### config.mk
export PLATFORM = sky130hd
export DESIGN_NAME = descriptor_slot_table_unit
export DESIGN_NICKNAME = d
export VERILOG_FILES = /design/src/design/dst_pkg.sv /design/src/design/dst_ram.sv /design/src/design/descriptor_slot_table_unit.sv
export SDC_FILE = /design/constraint.sdc
export NUM_CORES = 1
export LEC_CHECK = 0
export BUFFER_PORTS_ARGS = -buffer_cell sky130_fd_sc_hd__buf_2
export CAP_MARGIN = 5
export CORE_ASPECT_RATIO = 0.9
export CORE_MARGIN = 2
export CORE_UTILIZATION = 48
export DETAILED_ROUTE_END_ITERATION = 10
export PLACE_DENSITY = 0.63
export SYNTH_ARGS = -nofsm -noshare
export SYNTH_HDL_FRONTEND = slang
export SYNTH_SLANG_ARGS = --single-unit
### constraint.sdc
create_clock -name clk -period 3.35 [get_ports clk]
set_input_delay 0.67 -clock clk [delete_from_list [all_inputs] [get_ports clk]]
set_output_delay 0.67 -clock clk [all_outputs]
set_load 0.03 [all_outputs]
### src/design/dst_pkg.sv
// Shared types and constants of the descriptor slot table.
package dst_pkg;

    localparam int NUM_SLOTS       = 16;
    localparam int FIRST_FREE_SLOT = 3;
    localparam int STD_SLOTS       = 3;

    localparam int IDX_W = $clog2(NUM_SLOTS);
    localparam int CNT_W = $clog2(NUM_SLOTS + 1);
    localparam int STD_W = $clog2(STD_SLOTS);

    localparam int HANDLE_W = 32;
    localparam int SLOT_W   = 8;

    localparam logic [NUM_SLOTS-1:0] STD_MASK = NUM_SLOTS'((2 ** STD_SLOTS) - 1);

    typedef enum logic [2:0] {
        ACT_BIND     = 3'd0,
        ACT_ALLOC    = 3'd1,
        ACT_GET      = 3'd2,
        ACT_RETAIN   = 3'd3,
        ACT_CLOSE    = 3'd4,
        ACT_OWNED    = 3'd5,
        ACT_TEARDOWN = 3'd6
    } action_t;

    typedef enum logic [2:0] {
        ST_OK       = 3'd0,
        ST_RANGE    = 3'd1,
        ST_NOTFOUND = 3'd2,
        ST_NOFREE   = 3'd3,
        ST_SHUT     = 3'd4
    } status_t;

    typedef struct packed {
        action_t               action;
        logic [SLOT_W-1:0]     slot;
        logic [HANDLE_W-1:0]   handle_in;
    } req_item_t;

    typedef struct packed {
        status_t               status;
        logic [SLOT_W-1:0]     slot_out;
        logic [HANDLE_W-1:0]   handle_out;
        logic                  close_request;
        logic                  retain_request;
        logic                  flag;
        logic                  last;
    } rsp_item_t;

endpackage

### src/design/dst_ram.sv
// Generic single write port, single read port RAM with registered read data.
module dst_ram #(
    parameter int WIDTH = 32,
    parameter int DEPTH = 16
) (
    input  logic                     clk,
    input  logic                     we,
    input  logic [$clog2(DEPTH)-1:0] waddr,
    input  logic [WIDTH-1:0]         wdata,
    input  logic [$clog2(DEPTH)-1:0] raddr,
    output logic [WIDTH-1:0]         rdata
);

    logic [WIDTH-1:0] mem [DEPTH];
    logic [WIDTH-1:0] rdata_reg;

    always_ff @(posedge clk)
    begin
        if (we)
        begin
            mem[waddr] <= wdata;
        end
        rdata_reg <= mem[raddr];
    end

    assign rdata = rdata_reg;

endmodule

### src/design/descriptor_slot_table_unit.sv
// Top level of the descriptor slot table: sequencer, slot marks and handle RAM.
//
//  channel | direction | handshake             | payload
//  --------+-----------+-----------------------+---------------------------
//  req     | in        | req_valid / req_ready | dst_pkg::req_item_t
//  rsp     | out       | rsp_valid / rsp_ready | dst_pkg::rsp_item_t
//  cfg     | in        | cfg_valid / cfg_ready | cfg_data, null handle
//
// Range and shut-down errors and the owned query answer in the cycle after the item
// is taken; bind, get and close pass through the read state for the handle RAM read.
// Allocate scans one slot a cycle from the first free slot. Teardown walks the slots
// in order up to the last one in use, one a cycle while the output register is free,
// and passes through an emit state per handle; each handle waits for the one before.
// No clearing pass follows reset; a new item is taken only once the previous
// results have all left the output register, which holds while rsp_ready is low.
module descriptor_slot_table_unit (
    input  logic                clk,
    input  logic                rst_n,
    input  logic                req_valid,
    output logic                req_ready,
    input  dst_pkg::req_item_t  req,
    output logic                rsp_valid,
    input  logic                rsp_ready,
    output dst_pkg::rsp_item_t  rsp,
    input  logic                cfg_valid,
    output logic                cfg_ready,
    input  logic [31:0]         cfg_data
);

    typedef enum logic [2:0] {
        S_IDLE,
        S_READ,
        S_SCAN,
        S_TEAR,
        S_TEMIT
    } state_t;

    state_t                              state_reg, state_next;
    dst_pkg::action_t                    act_reg, act_next;
    logic [dst_pkg::CNT_W-1:0]           idx_reg, idx_next;
    logic [dst_pkg::HANDLE_W-1:0]        hold_reg, hold_next;
    logic [dst_pkg::CNT_W-1:0]           count_reg, count_next;
    logic [dst_pkg::NUM_SLOTS-1:0]       in_use_reg, in_use_next;
    logic [dst_pkg::NUM_SLOTS-1:0]       ever_reg, ever_next;
    logic [dst_pkg::STD_SLOTS-1:0]       holds_reset_reg, holds_reset_next;
    logic                                shut_reg, shut_next;
    logic [dst_pkg::HANDLE_W-1:0]        null_reg, null_next;
    dst_pkg::rsp_item_t                  rsp_reg, rsp_next;
    logic                                rsp_valid_reg, rsp_valid_next;

    logic                                ram_we;
    logic [dst_pkg::IDX_W-1:0]           ram_raddr;
    logic [dst_pkg::HANDLE_W-1:0]        ram_rdata;
    logic [dst_pkg::IDX_W-1:0]           sidx;
    logic [dst_pkg::IDX_W-1:0]           req_idx;
    logic                                in_range;
    logic [dst_pkg::HANDLE_W-1:0]        handle_rd;

    function automatic dst_pkg::rsp_item_t make_rsp(
        input dst_pkg::status_t           st,
        input logic [dst_pkg::SLOT_W-1:0] so,
        input logic [dst_pkg::HANDLE_W-1:0] h,
        input logic                       cr,
        input logic                       rr,
        input logic                       fl,
        input logic                       la
    );
        dst_pkg::rsp_item_t r;
        r.status         = st;
        r.slot_out       = so;
        r.handle_out     = h;
        r.close_request  = cr;
        r.retain_request = rr;
        r.flag           = fl;
        r.last           = la;
        return r;
    endfunction

    assign sidx     = idx_reg[dst_pkg::IDX_W-1:0];
    assign req_idx  = req.slot[dst_pkg::IDX_W-1:0];
    assign in_range = req.slot < dst_pkg::SLOT_W'(dst_pkg::NUM_SLOTS);

    assign req_ready = (state_reg == S_IDLE) && !rsp_valid_reg;
    assign cfg_ready = 1'b1;
    assign rsp_valid = rsp_valid_reg;
    assign rsp       = rsp_reg;

    // The first slots read as the null handle until something is stored in them.
    assign handle_rd = (sidx < dst_pkg::IDX_W'(dst_pkg::STD_SLOTS)
                        && holds_reset_reg[sidx[dst_pkg::STD_W-1:0]])
                       ? null_reg : ram_rdata;

    assign ram_raddr = (state_reg == S_IDLE) ? req_idx : sidx;

    dst_ram #(
        .WIDTH (dst_pkg::HANDLE_W),
        .DEPTH (dst_pkg::NUM_SLOTS)
    ) u_handles (
        .clk   (clk),
        .we    (ram_we),
        .waddr (sidx),
        .wdata (hold_reg),
        .raddr (ram_raddr),
        .rdata (ram_rdata)
    );

    always_comb
    begin
        state_next       = state_reg;
        act_next         = act_reg;
        idx_next         = idx_reg;
        hold_next        = hold_reg;
        count_next       = count_reg;
        in_use_next      = in_use_reg;
        ever_next        = ever_reg;
        holds_reset_next = holds_reset_reg;
        shut_next        = shut_reg;
        null_next        = null_reg;
        rsp_next         = rsp_reg;
        rsp_valid_next   = rsp_valid_reg;
        ram_we           = 1'b0;

        if (rsp_valid_reg && rsp_ready)
        begin
            rsp_valid_next = 1'b0;
        end

        if (cfg_valid)
        begin
            null_next = cfg_data;
        end

        unique case (state_reg)
            S_IDLE:
            begin
                if (req_valid && req_ready)
                begin
                    act_next  = req.action;
                    idx_next  = dst_pkg::CNT_W'(req_idx);
                    hold_next = req.handle_in;
                    unique case (req.action)
                        dst_pkg::ACT_BIND, dst_pkg::ACT_GET, dst_pkg::ACT_RETAIN:
                        begin
                            if (!in_range)
                            begin
                                rsp_next = make_rsp(dst_pkg::ST_RANGE, '0, '0,
                                                    1'b0, 1'b0, 1'b0, 1'b1);
                                rsp_valid_next = 1'b1;
                            end
                            else if (shut_reg)
                            begin
                                rsp_next = make_rsp(dst_pkg::ST_SHUT, '0, '0,
                                                    1'b0, 1'b0, 1'b0, 1'b1);
                                rsp_valid_next = 1'b1;
                            end
                            else
                            begin
                                state_next = S_READ;
                            end
                        end
                        dst_pkg::ACT_CLOSE:
                        begin
                            if (!in_range)
                            begin
                                rsp_next = make_rsp(dst_pkg::ST_NOTFOUND, '0, '0,
                                                    1'b0, 1'b0, 1'b0, 1'b1);
                                rsp_valid_next = 1'b1;
                            end
                            else if (shut_reg)
                            begin
                                rsp_next = make_rsp(dst_pkg::ST_SHUT, '0, '0,
                                                    1'b0, 1'b0, 1'b0, 1'b1);
                                rsp_valid_next = 1'b1;
                            end
                            else
                            begin
                                state_next = S_READ;
                            end
                        end
                        dst_pkg::ACT_OWNED:
                        begin
                            if (!in_range)
                            begin
                                rsp_next = make_rsp(dst_pkg::ST_RANGE, '0, '0,
                                                    1'b0, 1'b0, 1'b0, 1'b1);
                            end
                            else
                            begin
                                rsp_next = make_rsp(dst_pkg::ST_OK, '0, '0, 1'b0, 1'b0,
                                                    in_use_reg[req_idx] | ever_reg[req_idx],
                                                    1'b1);
                            end
                            rsp_valid_next = 1'b1;
                        end
                        dst_pkg::ACT_ALLOC:
                        begin
                            if (shut_reg)
                            begin
                                rsp_next = make_rsp(dst_pkg::ST_SHUT, '0, '0,
                                                    1'b0, 1'b0, 1'b0, 1'b1);
                                rsp_valid_next = 1'b1;
                            end
                            else
                            begin
                                idx_next   = dst_pkg::CNT_W'(dst_pkg::FIRST_FREE_SLOT);
                                state_next = S_SCAN;
                            end
                        end
                        dst_pkg::ACT_TEARDOWN:
                        begin
                            if (shut_reg)
                            begin
                                rsp_next = make_rsp(dst_pkg::ST_SHUT, '0, '0,
                                                    1'b0, 1'b0, 1'b0, 1'b1);
                                rsp_valid_next = 1'b1;
                            end
                            else
                            begin
                                shut_next = 1'b1;
                                if (count_reg == '0)
                                begin
                                    rsp_next = make_rsp(dst_pkg::ST_OK, '0, '0,
                                                        1'b0, 1'b0, 1'b0, 1'b1);
                                    rsp_valid_next = 1'b1;
                                end
                                else
                                begin
                                    idx_next   = '0;
                                    state_next = S_TEAR;
                                end
                            end
                        end
                        default:
                        begin
                            // The undefined action is dropped without a result.
                        end
                    endcase
                end
            end

            S_READ:
            begin
                rsp_valid_next = 1'b1;
                state_next     = S_IDLE;
                unique case (act_reg)
                    dst_pkg::ACT_BIND:
                    begin
                        if (in_use_reg[sidx])
                        begin
                            rsp_next = make_rsp(dst_pkg::ST_OK, '0, handle_rd,
                                                1'b1, 1'b0, 1'b0, 1'b1);
                        end
                        else
                        begin
                            rsp_next = make_rsp(dst_pkg::ST_OK, '0, '0,
                                                1'b0, 1'b0, 1'b0, 1'b1);
                            count_next = count_reg + 1'b1;
                        end
                        ram_we            = 1'b1;
                        in_use_next[sidx] = 1'b1;
                        ever_next[sidx]   = 1'b1;
                        if (sidx < dst_pkg::IDX_W'(dst_pkg::STD_SLOTS))
                        begin
                            holds_reset_next[sidx[dst_pkg::STD_W-1:0]] = 1'b0;
                        end
                    end
                    dst_pkg::ACT_GET, dst_pkg::ACT_RETAIN:
                    begin
                        if (in_use_reg[sidx])
                        begin
                            rsp_next = make_rsp(dst_pkg::ST_OK, '0, handle_rd, 1'b0,
                                                act_reg == dst_pkg::ACT_RETAIN,
                                                1'b1, 1'b1);
                        end
                        else
                        begin
                            rsp_next = make_rsp(dst_pkg::ST_NOTFOUND, '0, '0,
                                                1'b0, 1'b0, 1'b0, 1'b1);
                        end
                    end
                    default:
                    begin
                        // Close is the only other action that reaches this state.
                        if (in_use_reg[sidx])
                        begin
                            rsp_next = make_rsp(dst_pkg::ST_OK, '0, handle_rd,
                                                1'b1, 1'b0, 1'b0, 1'b1);
                            in_use_next[sidx] = 1'b0;
                            count_next        = count_reg - 1'b1;
                        end
                        else
                        begin
                            rsp_next = make_rsp(dst_pkg::ST_NOTFOUND, '0, '0,
                                                1'b0, 1'b0, 1'b0, 1'b1);
                        end
                    end
                endcase
            end

            S_SCAN:
            begin
                if (idx_reg == dst_pkg::CNT_W'(dst_pkg::NUM_SLOTS))
                begin
                    rsp_next = make_rsp(dst_pkg::ST_NOFREE, '0, '0,
                                        1'b0, 1'b0, 1'b0, 1'b1);
                    rsp_valid_next = 1'b1;
                    state_next     = S_IDLE;
                end
                else if (!in_use_reg[sidx])
                begin
                    rsp_next = make_rsp(dst_pkg::ST_OK, dst_pkg::SLOT_W'(idx_reg), '0,
                                        1'b0, 1'b0, 1'b0, 1'b1);
                    rsp_valid_next    = 1'b1;
                    ram_we            = 1'b1;
                    in_use_next[sidx] = 1'b1;
                    ever_next[sidx]   = 1'b1;
                    count_next        = count_reg + 1'b1;
                    if (sidx < dst_pkg::IDX_W'(dst_pkg::STD_SLOTS))
                    begin
                        holds_reset_next[sidx[dst_pkg::STD_W-1:0]] = 1'b0;
                    end
                    state_next = S_IDLE;
                end
                else
                begin
                    idx_next = idx_reg + 1'b1;
                end
            end

            S_TEAR:
            begin
                // Move on only when the output register will be free for the next item.
                if (!rsp_valid_reg || rsp_ready)
                begin
                    if (in_use_reg[sidx])
                    begin
                        state_next = S_TEMIT;
                    end
                    else
                    begin
                        idx_next = idx_reg + 1'b1;
                    end
                end
            end

            S_TEMIT:
            begin
                rsp_next = make_rsp(dst_pkg::ST_OK, dst_pkg::SLOT_W'(idx_reg), handle_rd,
                                    1'b1, 1'b0, 1'b0,
                                    count_reg == dst_pkg::CNT_W'(1));
                rsp_valid_next    = 1'b1;
                in_use_next[sidx] = 1'b0;
                count_next        = count_reg - 1'b1;
                idx_next          = idx_reg + 1'b1;
                state_next        = (count_reg == dst_pkg::CNT_W'(1)) ? S_IDLE : S_TEAR;
            end

            default:
            begin
                state_next = S_IDLE;
            end
        endcase
    end

    always_ff @(posedge clk or negedge rst_n)
    begin
        if (!rst_n)
        begin
            state_reg       <= S_IDLE;
            act_reg         <= dst_pkg::ACT_BIND;
            idx_reg         <= '0;
            hold_reg        <= '0;
            count_reg       <= dst_pkg::CNT_W'(dst_pkg::STD_SLOTS);
            in_use_reg      <= dst_pkg::STD_MASK;
            ever_reg        <= dst_pkg::STD_MASK;
            holds_reset_reg <= '1;
            shut_reg        <= 1'b0;
            null_reg        <= '0;
            rsp_reg         <= '0;
            rsp_valid_reg   <= 1'b0;
        end
        else
        begin
            state_reg       <= state_next;
            act_reg         <= act_next;
            idx_reg         <= idx_next;
            hold_reg        <= hold_next;
            count_reg       <= count_next;
            in_use_reg      <= in_use_next;
            ever_reg        <= ever_next;
            holds_reset_reg <= holds_reset_next;
            shut_reg        <= shut_next;
            null_reg        <= null_next;
            rsp_reg         <= rsp_next;
            rsp_valid_reg   <= rsp_valid_next;
        end
    end

endmodule

==> results.txt, run 1 <==
The ratio of total power to cell area came out at 940 nW/um^2. After clock tree synthesis, the clock-pin slew on the worst setup and hold paths is 60 ps. The worst setup path is launched from a register. The fraction of the cycle the final worst path needs came out at 0.910. Counting flops with an async set or reset pin after synthesis yields a share of 0.232. The synthesized netlist net count came out at between 2000 and 2500. The leakage power is approximately 13 nW. Sorting the synthesized cells by how often they occur yields sky130_fd_sc_hd__nand2_1, sky130_fd_sc_hd__edfxtp_1, sky130_fd_sc_hd__dfrtp_1, sky130_fd_sc_hd__nand3_1, sky130_fd_sc_hd__clkbuf_1. The number of global-route vias before repair came to 18800.

The sum of met2 wire segment lengths after detailed routing is roughly 35000 um. The arithmetic-cell share of the synthesized area counting full adders, half adders and majority gates came out at 0.00385. The flip-flop count of the largest register, all copies and words added is 512. The setup TNS after final layout is 0 ps. The remaining routing DRC violations is 0. The total chip power came out at 31.2 mW. The largest fanout on the critical path is 40. The slowest library cell on the worst path is sky130_fd_sc_hd__dfrtp_1. The area share of xor/xnor cells in the synthesized design came out at 0.00184.

The fraction of the mapped netlist area in compound gates is 0.0979. The x dimension of the die is 261 um. The DRC marker count from the first detailed-route iteration came out at 1748. The delay of the slowest cell on the worst path is 520 ps. The max-slew violation count is 0. The root buffer cell chosen for the clock tree is sky130_fd_sc_hd__clkbuf_16.

The slew of the pin with the lowest slew margin came out at approximately 1000 ps. The post-CTS resize count came out at 0. Summing over every cut layer, the via total after detailed routing is 18800. The TritonCTS sink count is just over 700. The final weighted congestion in routability-driven placement is between 0.8 and 0.9.

The storage element area came out at 20100 sq um. The worst slew margin relative to its limit came out at 0.326. The area added between synthesis and finish is 16.2%.

The final wirelength came out at 74600 um. Hold timing on the final database bottoms out at a slack of 245 ps. The share of synthesized area in the top cell type comes to 0.538. Entering global routing, the biggest net connects 96 pins. The number of enable-type register cells in the synthesized netlist came out at 512.

In this run the remaining antenna-violating nets after routing total 0. The sequential-to-total area share from yosys stat is 0.704. In this run the number of H-tree levels came out at 3. The number of antenna violations at the first check in global routing is 2. For the worst setup path, the data required time is 3860 ps.

The die covers 61500 sq um. The most frequently used cell type in the post-synthesis netlist is sky130_fd_sc_hd__nand2_1. The first detailed-routing pass took 5 iterations. Dividing the detail-routed wire length by the instance count gives around 23 um. The worst hold path belongs to the class input port to register. The die outline height is 236 um. The setup path with the least slack is of type register to register. By area, the combinational part of the netlist is dominated by simple AND/OR/NAND/NOR gates. For this block, wires on met1 add up to around 33000 um. The netlist area before placement came out at approximately 29000 sq um. The dominant synthesized flop cell is sky130_fd_sc_hd__edfxtp_1. The critical path goes through buf_4 -> nor3_2 -> mux2i_4 -> buf_12 -> buf_4 -> a211oi_1 -> a311oi_1 -> a311oi_1 -> a21oi_1.

The number of distinct library cell variants in the gate-level netlist after synthesis came out at 76. The first global-routing pass estimated 114000 um of wire. The insertion delay of the later-clocked pin in the worst-skew pair is 620 ps. The number of buffers on the longest clock path came out at 3. The initialized floorplan defines 84 standard-cell rows. Leaving out filler cells and counting taps, the final layout contains 3176. The number of warnings reported in the yosys synthesis log is 0. Among cell families on the critical path, the largest total delay comes from buffers and inverters. TritonCTS built the clock tree.

The total of flip-flops plus latches after synthesis is 708. The worst setup path is captured at a register. Setup repair after global routing left no endpoint under its margin. The post-synthesis average cell area came out at 12.9 sq um.

The clock period could shrink to 3050 ps. The number of hold-slack violations in the final timing report came out at 0. The number of nets at the end of the flow is 2430. The cell count after placement came out at 3042. Routed signal wires occupy layers up through met4. The synthesized instance count is 2213.

The total area inside the core boundary comes to ~59000 sq um. After detailed routing, the number of vias per cell comes to 5.91. By area the synthesized netlist is led by sky130_fd_sc_hd__edfxtp_1, sky130_fd_sc_hd__dfrtp_1, sky130_fd_sc_hd__nand2_1. Global routing finished with a remaining overflow of 0.

The highest clock rate came out at 328 MHz. The detailed placement HPWL is between 40000 and 50000 um. The arrival time of data at the critical path endpoint came out at 3560 ps. In the final layout, the share of cells above drive strength 1 is 0.167. The maximum VDD drop came out at 0.602 mV. The starting utilization of the core area is 0.488. The share of synthesized area spent on multiplexers came out at 0.0307. Counting both buffers and inverters, the worst setup path holds a total of 3.

The met3 layer wire length in the routed design came out at 4780 um. The number of max-capacitance violations reported is 0. The total I/O pin count came out at 130. The all-layer global routing usage is 0.245. The layout filler cell count is 4787. The multi-input logic area came out at a little under 8000 sq um. The port buffer count is roughly 130. The total setup violations reported at the end of the flow is 0. The cell type contributing the most total cell area after synthesis is sky130_fd_sc_hd__edfxtp_1. The run finished with clean final reports. The worst-case clock skew came out at ~25 ps.

The post-synthesis simple-gate area fraction came out at 0.137. The number of buffers created by CTS came out at 71.
## where the power goes
part	switching (mW)	leakage, nW	internal [mW]
Clock	3.29	1.16	4.81
Sequential	1.55	6.98	11.5
Combinational	6.52	4.67	3.55
## cell usage in the layout (no fill, tap or decap), types with 24 or more instances in the layout
cell                          n
sky130_fd_sc_hd__dfrtp_1    153
sky130_fd_sc_hd__edfxtp_1   512
sky130_fd_sc_hd__a31oi_1     34
sky130_fd_sc_hd__a311oi_1    96
sky130_fd_sc_hd__nand3_1    137
sky130_fd_sc_hd__and3_1      69
sky130_fd_sc_hd__mux2i_1     43
sky130_fd_sc_hd__buf_2      127
sky130_fd_sc_hd__clkbuf_1    24
sky130_fd_sc_hd__a21oi_1     45
sky130_fd_sc_hd__a211oi_1    68
sky130_fd_sc_hd__o2bb2ai_1   33
sky130_fd_sc_hd__clkbuf_16   77
sky130_fd_sc_hd__buf_12      39
sky130_fd_sc_hd__buf_4       51
sky130_fd_sc_hd__dfxtp_1     32
sky130_fd_sc_hd__mux2_2      32
sky130_fd_sc_hd__nand2_1    512
## cell families after synthesis
logic type                 Yosys count
DFF                                708
adders and majority gates            9
and+or+nand+nor                    860
xor gates and xnor gates             6
muxes                               82
buffers and inverters              175
AOI/OAI and AO/OA                  372
other                                1
## worst reg2reg max path: stages (launching register included)
cell	delay (ps)
sky130_fd_sc_hd__dfrtp_1	520
sky130_fd_sc_hd__buf_4	230
sky130_fd_sc_hd__nor3_2	300
sky130_fd_sc_hd__mux2i_4	390
sky130_fd_sc_hd__buf_12	250
sky130_fd_sc_hd__buf_4	450
sky130_fd_sc_hd__a211oi_1	130
sky130_fd_sc_hd__a311oi_1	310
sky130_fd_sc_hd__a311oi_1	90
sky130_fd_sc_hd__a21oi_1	260
## cell type report
type	count	share of cell area
sequential	708	0.606
multi-input combinational	1330	0.237
clock buffer	107	0.0632
timing repair buffer	219	0.0548
tap	774	0.0291
clock inverter	25	0.00874
inverter	12	0.00136
antenna	1	0.0000753
## repair_timing
| action | CTS | global route |
|---|---|---|
| hold buffers | 1 | 0 |
| hold endpoints to repair | 2 | 0 |
| setup buffers | 0 | 0 |
## final timing paths
kind	startpoint	end	slack (ps)	cells after the start
worst max-delay path	state_reg[0]	u_handles.rdata[10]	300	9
min in group asynchronous	rst_n	state_reg[1]	560	2
worst min-delay path	req[3]	hold_reg[3]	240	3
worst max register to register	state_reg[0]	u_handles.rdata[10]	300	9
max in group asynchronous	rst_n	rsp[19]	1860	3
worst min register to register	ever_reg[8]	ever_reg[8]	480	1
## routing by layer
metal,track usage,vias up
met2,0.377,647
li1,-,8540
met3,0.0486,129
met1,0.354,9450
met4,0.0721,0
met5,0,-
## stage by stage
| stage | utilization | setup WS (ps) | instance area, sq um |
|---|---|---|---|
| 3_5_place_dp | 0.526 | 335 | 30800 |
| 5_1_grt | 0.567 | 138 | 33200 |
| 6_report | 0.567 | 303 | 33200 |
| 3_3_place_gp | 0.526 | 361 | 30800 |
| 2_1_floorplan | - | 317 | 28600 |
| 4_1_cts | 0.567 | 335 | 33200 |
(Power assumes the default switching activity.)
==> inputs of run 2 (changes only) <==
CELL_PAD_IN_SITES_DETAIL_PLACEMENT = 0   (was unset)
CELL_PAD_IN_SITES_GLOBAL_PLACEMENT = 1   (was unset)
PLACE_DENSITY = 0.71   (was 0.63)
SYNTH_HIERARCHICAL = 1   (was unset)
==> results.txt, run 2 <==
The worst setup slack before clock tree synthesis came out at 338 ps (was 335 ps). The area enclosed by the die boundary came out at 59500 sq um (was 61500 sq um). The setup slack of the most critical reg-to-reg path is 280 ps (was 300 ps). The port buffer count was 128 (unchanged).

The share of synthesized registers carrying an async set or reset came to 0.232 (unchanged). The slew of the pin with the lowest slew margin is 1210 ps (was 1000 ps). The TritonCTS clock tree is done (unchanged).

The family with the most delay on the worst path is simple AND/OR/NAND/NOR gates (was buffers and inverters). The number of antenna violations at the first check in global routing came out at 1 (was 2). The proportion of layout cells with a drive suffix above 1 is 0.310 (was 0.167). The final worst slack is 284 ps (was 303 ps). The number of global-route vias before repair is 15200 (was 18800). The via count came out at 14800 (was 18800). The number of hold-slack violations in the final timing report came to 0 (unchanged).

The number of buffers and inverters on the critical path was 3 (unchanged). The switching share of power is 0.256 (was 0.364). The total of flip-flops plus latches after synthesis is 708 (unchanged). The highest clock rate is 326 MHz (was 328 MHz).

RSZ-0062 raised after global routing: no (unchanged). The worst slew margin relative to its limit is 0.191 (was 0.326). The clock transition at the register clock pins on the worst setup and hold paths after CTS is 60 ps (about the same).

The worst-case clock skew came out at 15.8 ps (was 25.4 ps). The post-CTS setup buffer count is 0 (unchanged). The total I/O pin count came out at 130 (unchanged). The internal power of the cells came out at 15.9 mW (was 19.9 mW). The synthesized netlist net count came to 1607 (was 2301).

The number of nets at the end of the flow is 1793 (was 2430). The post-CTS resize count came out at 0 (unchanged). The ratio of total power to cell area is 665 nW/um^2 (was 940 nW/um^2). The arrival time of data at the critical path endpoint came out at 3370 ps (was 3560 ps). The type of the setup path with the least slack was register to register (unchanged). The number of buffers created by CTS came out at 72 (was 71). The max-slew violation count is 0 (unchanged).

The total setup violations reported at the end of the flow is 0 (unchanged). Result of the run: completed (unchanged). The delay of the slowest cell on the worst path is 810 ps (was 520 ps). The final weighted congestion in routability-driven placement came out at 0.854 (was 0.841). The number of enable-type register cells in the synthesized netlist was 512 (unchanged). The TritonCTS sink count is 708 (unchanged). The remaining routing DRC violations is 0 (unchanged).

The clock share of power came to 0.365 (was 0.260). The area added between synthesis and finish is 16.1% (was 16.2%). The insertion delay of the later-clocked pin in the worst-skew pair is 610 ps (was 620 ps). The maximum number of pins on one net before global-route repair is 78 (was 96). The final non-filler cell area is 32100 sq um (was 33200 sq um). The portion of synthesized cell area occupied by the leading cell type came out at 0.556 (was 0.538). The DRC marker count from the first detailed-route iteration came out at 1184 (was 1748). List of most frequent post-synthesis cells: sky130_fd_sc_hd__edfxtp_1, sky130_fd_sc_hd__dfrtp_1, sky130_fd_sc_hd__mux4_2, sky130_fd_sc_hd__nand2_1, sky130_fd_sc_hd__mux2_2 (was sky130_fd_sc_hd__nand2_1, sky130_fd_sc_hd__edfxtp_1, sky130_fd_sc_hd__dfrtp_1, sky130_fd_sc_hd__nand3_1, sky130_fd_sc_hd__clkbuf_1). The fraction of the cycle the final worst path needs is 0.915 (was 0.910).

Dominant cells by area after synthesis: sky130_fd_sc_hd__edfxtp_1, sky130_fd_sc_hd__dfrtp_1, sky130_fd_sc_hd__mux4_2 (was sky130_fd_sc_hd__edfxtp_1, sky130_fd_sc_hd__dfrtp_1, sky130_fd_sc_hd__nand2_1). The detailed-routing iteration count for the pre-antenna-repair pass came out at 8 (was 5). The setup TNS after final layout is 0 ps (unchanged).

The first-pass GRT wire length is 97300 um (was 114000 um). The row count is 83 (was 84). The number of hold-repair buffers added at the cts stage was 0 (was 1). The starting utilization of the core area is 0.485 (was 0.488). The commonest non-fill, non-tap cell in the layout is sky130_fd_sc_hd__edfxtp_1. The number of max-capacitance violations reported is 0 (unchanged). The die outline height is 232 um (was 236 um). The kind of path behind the tightest hold check is input port to asynchronous set/reset pin (was input port to register). The most frequently used cell type in the post-synthesis netlist is sky130_fd_sc_hd__edfxtp_1 (was sky130_fd_sc_hd__nand2_1). The synthesized instance count was 1519 (was 2213). The final wirelength came out at 64200 um (was 74600 um).

The detailed placement HPWL came out at 38300 um (was 43300 um). The dominant synthesized flop cell is sky130_fd_sc_hd__edfxtp_1 (unchanged). The slowest library cell on the worst path was sky130_fd_sc_hd__nor2_4 (was sky130_fd_sc_hd__dfrtp_1). The global-route congestion overflow total is 0 (unchanged).

The maximum VDD drop was 0.550 mV (was 0.602 mV). The number of buffers on the longest clock path is 3 (unchanged). The net switching power is 5.46 mW (was 11.4 mW). Commonest cells after routing, fill and taps aside: sky130_fd_sc_hd__edfxtp_1, sky130_fd_sc_hd__dfrtp_1, sky130_fd_sc_hd__mux4_2, sky130_fd_sc_hd__buf_2, sky130_fd_sc_hd__nand2_1 (was sky130_fd_sc_hd__nand2_1, sky130_fd_sc_hd__edfxtp_1, sky130_fd_sc_hd__dfrtp_1, sky130_fd_sc_hd__nand3_1, sky130_fd_sc_hd__buf_2). The all-layer global routing usage is 0.220 (was 0.245). The H-tree depth came to 3 (unchanged). The sequential-to-total area share from yosys stat is 0.728 (was 0.704). The critical path capture point type was a register (unchanged).

The largest fanout on the critical path is 23 (was 40). The data required time of the worst path came out at 3650 ps (was 3860 ps). The average via count per standard cell is 5.85 (was 5.91).

The flip-flop count of the largest register, all copies and words added came out at 512 (unchanged). The final critical path time including I/O delays and setup came to 3070 ps (was 3050 ps). The element type at the critical path start is a register (unchanged). The register share of total power came out at 0.539 (was 0.418). The leakage power is 11.7 nW (was 12.8 nW).

The cell type contributing the most total cell area after synthesis was sky130_fd_sc_hd__edfxtp_1 (unchanged). The antenna violation net count after detailed routing is 0 (unchanged). The post-place instance area is 29800 sq um (was 30800 sq um).

The routed length per instance came out at 25.4 um (was 23.5 um). The number of warnings reported in the yosys synthesis log was 6 (was 0). The post-synthesis average cell area came out at 18.2 sq um (was 12.9 sq um). The x dimension of the die came out at 257 um (was 261 um). The combinational group share of total power came to 0.096 (was 0.322).

The core outline area came to 57000 sq um (was 58600 sq um). The number of stages on the worst setup path came to 9 (unchanged). The cell chosen for the clock root is sky130_fd_sc_hd__clkbuf_16 (unchanged). Cells traversed along the worst timing path: inv_6 -> ha_4 -> and4bb_2 -> nor3_4 -> a31oi_2 -> inv_2 -> nand3b_1 -> nor2_4 -> buf_4 (was buf_4 -> nor3_2 -> mux2i_4 -> buf_12 -> buf_4 -> a211oi_1 -> a311oi_1 -> a311oi_1 -> a21oi_1).

The length in cells of the worst reg-to-reg path is 9 (unchanged). The netlist area before placement is 27600 sq um (was 28600 sq um). The number of distinct library cell variants in the gate-level netlist after synthesis is 72 (was 76). The layout filler cell count is 4409 (was 4787).
==> run 2: changes by cell type in the layout (fill, tap and decap cells not counted), moves of 28 or more <==
cell,previous run,this run
sky130_fd_sc_hd__a22oi_1,3,67
sky130_fd_sc_hd__mux4_2,1,128
sky130_fd_sc_hd__a31oi_1,34,6
sky130_fd_sc_hd__nand2_1,512,82
sky130_fd_sc_hd__mux2_2,32,70
sky130_fd_sc_hd__a211oi_1,68,9
sky130_fd_sc_hd__and3_1,69,1
sky130_fd_sc_hd__a311oi_1,96,0
sky130_fd_sc_hd__nand3_1,137,12
==> run 2: kinds of logic after synthesis <==
family	share of synthesized area
adders and majority gates	0.00398
buffers and inverters	0.0176
AOI/OAI and AO/OA	0.0581
DFF	0.728
other	0.000136
and+or+nand+nor	0.0425
muxes	0.148
xor gates and xnor gates	0.00158
==> run 2: area by class of cell <==
type                            instances  area, sq um  share of cell area
Clock buffer                          108         2050              0.0639
Timing Repair Buffer                  196         1390              0.0432
Clock inverter                         25          248             0.00772
Tap cell                              765          957              0.0298
Sequential cell                       708        20100               0.628
Inverter                               12         50.0             0.00156
Antenna cell                            1         2.50           0.0000780
Multi-Input combinational cell        715         7260               0.226
==> run 2: per-stage QoR <==
step / std cells / hold slack [ps] / power [mW] / util
floorplan: 1519 / 374 / 12.7 / -
global placement: 2396 / 445 / 13.6 / 0.522
detailed placement: 2396 / 450 / 13.7 / 0.522
CTS: 2529 / 148 / 21.5 / 0.563
global route: 2529 / 170 / 22.2 / 0.563
finish: 2530 / 137 / 21.3 / 0.563
==> run 2: routing by layer <==
metal	share of wire	GRT usage	wire length, um
met3	0.063	0.0406	4060
met1	0.46	0.334	29600
met4	0.024	0.0605	1540
met5	0	0	0
met2	0.45	0.330	29100
==> run 2: path summary, 6_finish.rpt <==
| kind | startpoint | to |
|---|---|---|
| setup / recovery | idx_reg[1] | u_handles/mem[7][9] |
| hold / removal | rst_n | hold_reg[30] |
| setup reg to reg | idx_reg[1] | u_handles/mem[7][9] |
| hold reg to reg | ever_reg[15] | ever_reg[15] |
| max in group asynchronous | rst_n | count_reg[1] |
| min in group clk | req[20] | hold_reg[20] |
==> run 2: worst register-to-register path: stages (launching register included) <==
cell and delay, ps:
sky130_fd_sc_hd__dfrtp_2 430, sky130_fd_sc_hd__inv_6 40, sky130_fd_sc_hd__ha_4 180, sky130_fd_sc_hd__and4bb_2 270, sky130_fd_sc_hd__nor3_4 230, sky130_fd_sc_hd__a31oi_2 200
sky130_fd_sc_hd__inv_2 100, sky130_fd_sc_hd__nand3b_1 140, sky130_fd_sc_hd__nor2_4 810, sky130_fd_sc_hd__buf_4 370
==> run 2: power groups by stage <==
stage          Clock (mW)  Combinational (mW)  Sequential (mW)
4_1_cts              7.95                2.06             11.5
5_1_grt              8.31                2.22             11.6
3_5_place_dp            0                2.05             11.7
6_report             7.80                2.05             11.5
3_3_place_gp            0                2.03             11.6
2_1_floorplan           0                1.34             11.3
